--- config.mk ---
export PLATFORM = sky130hd
export DESIGN_NAME = stream_union_dedup_unit
export DESIGN_NICKNAME = d
export VERILOG_FILES = /design/src/rtl/sud_pkg.sv /design/src/rtl/sud_ctrl.sv /design/src/rtl/sud_datapath.sv /design/src/rtl/stream_union_dedup_unit.sv
export SDC_FILE = /design/constraint.sdc
export NUM_CORES = 2
export LEC_CHECK = 0
export BUFFER_PORTS_ARGS = -buffer_cell sky130_fd_sc_hd__buf_4
export CAP_MARGIN = 10
export CELL_PAD_IN_SITES_DETAIL_PLACEMENT = 0
export CELL_PAD_IN_SITES_GLOBAL_PLACEMENT = 2
export CORE_AREA = 4 4 432 754
export DETAILED_ROUTE_END_ITERATION = 6
export DIE_AREA = 0 0 436 758
export GPL_TIMING_DRIVEN = 0
export MAX_ROUTING_LAYER = met4
export PLACE_DENSITY_LB_ADDON = 0.12
export SETUP_SLACK_MARGIN = 0.2
export SYNTH_ARGS = -nofsm -noshare
export SYNTH_HDL_FRONTEND = slang
export SYNTH_SLANG_ARGS = --single-unit
--- constraint.sdc ---
create_clock -name i_clk -period 4.8 [get_ports i_clk]
set_clock_uncertainty 0.15 [all_clocks]
set_input_delay 0.24 -clock i_clk [delete_from_list [all_inputs] [get_ports i_clk]]
set_output_delay 0.24 -clock i_clk [all_outputs]
set_load 0.005 [all_outputs]
--- src/rtl/sud_pkg.sv ---
`default_nettype none
package sud_pkg;

    // one input item
    typedef struct packed {
        logic signed [31:0] item_value;
        logic               last_of_union;
    } t_in;

    // one result item
    typedef struct packed {
        logic signed [31:0] echo_value;
        logic               is_new;
        logic [7:0]         distinct_count;
        logic               table_overflow;
        logic               union_done;
    } t_out;

    // controller to datapath
    typedef struct packed {
        logic start;
        logic scan;
        logic commit;
    } t_cmd;

    // datapath to controller
    typedef struct packed {
        logic scan_done;
        logic out_free;
    } t_sts;

    typedef enum logic [2:0] {
        S_IDLE   = 3'b001,
        S_SCAN   = 3'b010,
        S_COMMIT = 3'b100
    } t_state;

endpackage
`default_nettype wire

--- src/rtl/sud_ctrl.sv ---
`default_nettype none
module sud_ctrl (
    input  wire logic          i_clk,
    input  wire logic          i_rst_n,
    input  wire logic          i_in_valid,
    output logic               o_in_stall,
    input  wire sud_pkg::t_sts i_sts,
    output sud_pkg::t_cmd      o_cmd
);

    sud_pkg::t_state r_state;
    sud_pkg::t_state n_state;

    always_ff @(posedge i_clk) begin
        if (!i_rst_n) begin
            r_state <= sud_pkg::S_IDLE;
        end else begin
            r_state <= n_state;
        end
    end

    always_comb begin
        n_state      = r_state;
        o_cmd        = '0;
        o_in_stall   = 1'b1;
        case (r_state)
            sud_pkg::S_IDLE: begin
                o_in_stall = 1'b0;
                if (i_in_valid) begin
                    o_cmd.start = 1'b1;
                    n_state     = sud_pkg::S_SCAN;
                end
            end
            sud_pkg::S_SCAN: begin
                o_cmd.scan = 1'b1;
                if (i_sts.scan_done) begin
                    n_state = sud_pkg::S_COMMIT;
                end
            end
            sud_pkg::S_COMMIT: begin
                if (i_sts.out_free) begin
                    o_cmd.commit = 1'b1;
                    n_state      = sud_pkg::S_IDLE;
                end
            end
            default: begin
                n_state = sud_pkg::S_IDLE;
            end
        endcase
    end

endmodule
`default_nettype wire

--- src/rtl/sud_datapath.sv ---
`default_nettype none
module sud_datapath #(
    parameter int TABLE_DEPTH = 128
) (
    input  wire logic          i_clk,
    input  wire logic          i_rst_n,
    input  wire sud_pkg::t_in  i_in,
    input  wire sud_pkg::t_cmd i_cmd,
    output sud_pkg::t_sts      o_sts,
    output logic               o_out_valid,
    input  wire logic          i_out_stall,
    output sud_pkg::t_out      o_out
);

    localparam int AW = $clog2(TABLE_DEPTH);
    localparam int CW = $clog2(TABLE_DEPTH + 1);

    logic [31:0]   r_mem [TABLE_DEPTH];
    logic [31:0]   r_rdata;
    sud_pkg::t_in  r_item;
    logic [CW-1:0] r_count;
    logic [CW-1:0] r_idx;
    logic          r_pend;
    logic          r_hit;
    logic          r_out_vld;
    sud_pkg::t_out r_out;

    logic          issue;
    logic          full;
    logic          fresh;
    logic          over;
    logic [CW-1:0] n_count;
    logic [CW+7:0] count_ext;

    assign issue     = i_cmd.scan && (r_idx < r_count) && !r_hit;
    assign full      = (r_count == CW'(TABLE_DEPTH));
    assign fresh     = !r_hit && !full;
    assign over      = !r_hit && full;
    assign n_count   = fresh ? r_count + CW'(1) : r_count;
    assign count_ext = {8'd0, n_count};

    assign o_sts.scan_done = r_hit || ((r_idx >= r_count) && !r_pend);
    assign o_sts.out_free  = !r_out_vld || !i_out_stall;
    assign o_out_valid     = r_out_vld;
    assign o_out           = r_out;

    // table: one read port for the scan, one write port for appends
    always_ff @(posedge i_clk) begin
        if (issue) begin
            r_rdata <= r_mem[r_idx[AW-1:0]];
        end
        if (i_cmd.commit && fresh) begin
            r_mem[r_count[AW-1:0]] <= $unsigned(r_item.item_value);
        end
    end

    always_ff @(posedge i_clk) begin
        if (i_cmd.start) begin
            r_item <= i_in;
        end
        if (i_cmd.commit) begin
            r_out.echo_value     <= r_item.item_value;
            r_out.is_new         <= fresh;
            r_out.distinct_count <= count_ext[7:0];
            r_out.table_overflow <= over;
            r_out.union_done     <= r_item.last_of_union;
        end
    end

    always_ff @(posedge i_clk) begin
        if (!i_rst_n) begin
            r_count   <= '0;
            r_idx     <= '0;
            r_pend    <= 1'b0;
            r_hit     <= 1'b0;
            r_out_vld <= 1'b0;
        end else begin
            if (i_cmd.start) begin
                r_idx  <= '0;
                r_pend <= 1'b0;
                r_hit  <= 1'b0;
            end else if (i_cmd.scan) begin
                r_pend <= issue;
                if (issue) begin
                    r_idx <= r_idx + CW'(1);
                end
                if (r_pend && (r_rdata == $unsigned(r_item.item_value))) begin
                    r_hit <= 1'b1;
                end
            end
            if (i_cmd.commit) begin
                r_count   <= r_item.last_of_union ? '0 : n_count;
                r_out_vld <= 1'b1;
            end else if (!i_out_stall) begin
                r_out_vld <= 1'b0;
            end
        end
    end

endmodule
`default_nettype wire

--- src/rtl/stream_union_dedup_unit.sv ---
// channel  direction  handshake                  payload
// in       input      i_in_valid / o_in_stall    i_in  (sud_pkg::t_in)
// out      output     o_out_valid / i_out_stall  o_out (sud_pkg::t_out)
//
// one item at a time: accept, scan, commit; the scan walks the stored entries
// in order and stops early when a match is found
// the scan reads one stored entry per cycle through the single table read port
// synchronous active-low reset clears the count and control only, no table sweep
// the next item is taken while a result waits in the output register
// a stalled output only holds back the commit of the following item
`default_nettype none
module stream_union_dedup_unit #(
    parameter int TABLE_DEPTH = 128
) (
    input  wire logic         i_clk,
    input  wire logic         i_rst_n,
    input  wire logic         i_in_valid,
    output logic              o_in_stall,
    input  wire sud_pkg::t_in i_in,
    output logic              o_out_valid,
    input  wire logic         i_out_stall,
    output sud_pkg::t_out     o_out
);

    // command and status between the two halves
    sud_pkg::t_cmd cmd;
    sud_pkg::t_sts sts;

    // controller: idle, scan the table, commit the result
    sud_ctrl u_ctrl (
        .i_clk      (i_clk),
        .i_rst_n    (i_rst_n),
        .i_in_valid (i_in_valid),
        .o_in_stall (o_in_stall),
        .i_sts      (sts),
        .o_cmd      (cmd)
    );

    // datapath: table memory, count, scan index, output register
    sud_datapath #(
        .TABLE_DEPTH (TABLE_DEPTH)
    ) u_dp (
        .i_clk       (i_clk),
        .i_rst_n     (i_rst_n),
        .i_in        (i_in),
        .i_cmd       (cmd),
        .o_sts       (sts),
        .o_out_valid (o_out_valid),
        .i_out_stall (i_out_stall),
        .o_out       (o_out)
    );

endmodule
`default_nettype wire

==> impl_metrics.py <==
metrics = {
    "logic_synthesis": {
        "ys_seq_elements": 4226,
        "ys_top_cells_by_count": "4204 x edfxtp_1, 839 x mux4_2, 608 x mux2i_1",
        "synth_top_area_share": 0.7773,
        "yosys_warnings": 0,
        "syn_area_per_cell_um2": 21.88,
        "synth_top_area_cell": "edfxtp_1",
        "synth_cell_types": 69,
        "yosys-top-cells-area": "edfxtp_1 78%, mux4_2 12%, mux2i_1 3.7%",
        "synth_most_common_cell": "edfxtp_1",
        "synthCells": 7422,
        "synthFlopType": "edfxtp_1",
        "synth_nets": 7470,
        "synth_edf_count": 4204,
        "seq_area_frac_synth": 0.7800,
        "ys_async_sr_fraction": 0,
        "syn-cell-area_mm2": 0.1624,
    },
    "power": {
        "sequentialPowerShare": 0.557,
        "finalPower_mw": 73.25,
        "netSwitchingFraction": 0.2064,
        "power.switching_mw": 15.12,
        "power_density_mw_per_mm2": 377.5,
        "p_int_mw": 58.13,
        "ir_drop_uv": 266.5,
        "combPwrFrac": 0.023,
        "leakagePower_nw": 59.73,
        "pwr-share-clk": 0.419,
    },
    "hold_path": {
        "hp-class": "in2reg",
        "holdPathStages": 4,
        "holdPathEnd": "u_dp.o_out_valid",
        "min-delay-start": "i_out_stall",
    },
    "final_layout": {
        "drive_gt1_frac": 0.2947,
        "fillers": 22550,
        "fin_util": 0.6065,
        "fin_cells": 13019,
        "fin_nets": 8543,
        "syn_to_final_growth_pct": 19.49,
    },
    "clock_tree": {
        "cts_tree": "done",
        "cts.sinks": 4226,
        "ctsRootBufferMaster": "clkbuf_16",
        "numCtsBuffers": 376,
        "clk_latency_ns": 1.04,
        "clk_path_buf_depth": 4,
        "htreeDepth": 5,
        "clk_pin_slew_ns": 0.07,
    },
    "timing": {
        "slew_headroom": -0.03246,
        "worst_slack_ns": -0.1361,
        "fin_crit_sh": 1.028,
        "worstMarginPinSlew_ns": 1.549,
        "finalHoldViolations": 0,
        "final_max_slew_viol_count": 22,
        "setup_viol": 4,
        "fmax_mhz": 202.6,
        "hold_ws_ns": 0.02248,
        "rsz0062_at_grt": "yes",
        "period_minus_slack_ns": 4.936,
    },
    "critical_path": {
        "path_max_fanout": 10,
        "crit_required_ns": 5.43,
        "rr_worst_depth": 9,
        "reg2reg_slack_ns": -0.14,
        "endpoint_kind": "flip-flop",
        "critPathKind": "reg2reg",
        "r2r_end": "u_dp.r_rdata[26]",
        "start_kind": "flip-flop",
        "cp.arrival_ns": 5.57,
        "r2r-start": "u_dp.r_idx[0]",
    },
    "global_route": {
        "grt_pass1_wl_mm": 891.6,
        "antenna_found_initial": 53,
        "grt_pass1_vias": 88118,
        "grt_overflow": 0,
        "grt_max_degree": 34,
        "grt_usage": 0.4355,
    },
    "place": {
        "numPortBuffers": 81,
        "globalplace.congestion": 1.008,
        "dpl.hpwl_mm": 495.1,
        "dp_slack_ns": -1.160,
        "place_inst": 12133,
    },
    "floorplan": {
        "rows": 275,
        "die_h_um": 758,
        "start_util": 0.5075,
        "io_pins": 82,
        "die_w_um": 436,
        "die-area_mm2": 0.3305,
        "core_mm2": 0.3200,
    },
    "run": {
        "maxCapViolations": 3,
    },
    "status": {
        "violations": "max-capacitance violations, max-slew violations, negative setup slack",
        "outcome": "finished with violations",
    },
    "route": {
        "wl_mm": 699.8,
        "drcViolationCount": 0,
        "drtPass1Iterations": 6,
        "vias_per_cell": 7.175,
        "drt_iter0_markers": 17051,
        "ant_nets": 0,
        "vias": 93413,
        "wl_per_cell_um": 53.75,
    },
}
## logic make-up after synthesis
family,count (synthesis),synth area share
mux,1457,0.1548
flops,4226,0.7800
buf+inv,429,0.01749
xor+xnor,46,0.002481
simple gates,581,0.01569
compound gates,672,0.02868
fa+ha+maj,11,0.0008474
## timing repair
action                                   CTS  global route
setup buffers                             46            18
gates resized for setup                  139            44
pin swaps                                 26            13
hold buffers                              71             0
endpoints found under the setup margin  2042           262
hold endpoints to repair                  54             0
## registers in the layout (all words and copies together), names as in the netlist
register and flops:
u_dp.r_idx 8, u_ctrl.r_state 3, u_dp.r_item 33, u_dp.r_count 8, u_dp.r_pend 1, u_dp.r_hit 1, u_dp.o_out_valid 1, u_dp.r_mem 4096
u_dp.r_rdata 32, u_dp.o_out 43
## critical path, stage by stage, from the launching register on
cell,delay (ns)
dfxtp_1,0.33
buf_6,0.17
buf_6,0.24
buf_6,0.28
inv_2,0.49
buf_4,0.56
buf_2,0.67
o21ai_1,0.58
a221o_1,0.64
a22oi_2,0.42
## metrics by stage
step | setup TNS (ns) | cell area [µm²]
floorplan | 0 | 162400
CTS | 0 | 193400
global placement | - | 168200
global route | 0 | 194000
detailed placement | -129.85 | 179700
finish | -0.2526 | 194100
## cell usage in the layout (no fill, tap or decap), types with 103 or more instances in the layout
cell type  Yosys  final
clkbuf_1     100    128
edfxtp_1    4204   4204
mux2i_1      608    598
a22oi_1      107    105
nand2_1      197    193
nor2_4         0    128
buf_4         88    261
mux4_2       839    839
a21oi_1      125    122
buf_12         3    237
buf_6         81    103
clkbuf_16      0    380
buf_16         0    196
## metal layers
| layer | vias up | track usage | share of wire |
|---|---|---|---|
| met5 | - | - | 0 |
| met4 | 0 | 0.3913 | 0.12 |
| met3 | 2450 | 0.1281 | 0.12 |
| met2 | 7979 | 0.6418 | 0.45 |
| met1 | 49485 | 0.4799 | 0.31 |
| li1 | 33499 | - | - |
## area by class of cell
class	instances	area, µm²	share of cell area
Antenna cell	76	190.2	0.0009800
Buffer	411	2987	0.01539
Clock buffer	442	9772	0.05035
Clock inverter	229	2216	0.01142
Inverter	17	66.31	0.0003417
Multi-Input combinational cell	2767	34500	0.1778
Sequential cell	4226	126700	0.6528
Tap cell	4155	5199	0.02679
Timing Repair Buffer	696	12450	0.06413
## worst max-delay path by stage
| stage | from | to | slack, ns | cells after the start |
|---|---|---|---|---|
| global route | u_ctrl.r_state[2] | u_dp.r_mem[104][5] | 0.16 | 11 |
| finish | u_dp.r_idx[0] | u_dp.r_rdata[26] | -0.14 | 9 |
| global placement | u_dp.r_count[4] | u_dp.r_mem[127][22] | -4.85 | 5 |
| floorplan | u_ctrl.r_state[2] | u_dp.r_mem[105][0] | 0.50 | 9 |
| CTS | u_dp.r_idx[0] | u_dp.r_rdata[25] | 0.17 | 10 |
| detailed placement | u_dp.r_idx[3] | u_dp.r_rdata[5] | -1.16 | 10 |
## power groups by stage
stage	sequential [mW]	combinational, mW	clock (mW)
2_1_floorplan	42.0	0.0374	0
3_3_place_gp	42.7	0.0927	0
3_5_place_dp	41.6	1.61	0
4_1_cts	40.8	1.66	30.7
5_1_grt	40.8	1.72	32.1
6_report	40.8	1.72	30.7
Note: power is estimated with default switching activity, not from simulation.
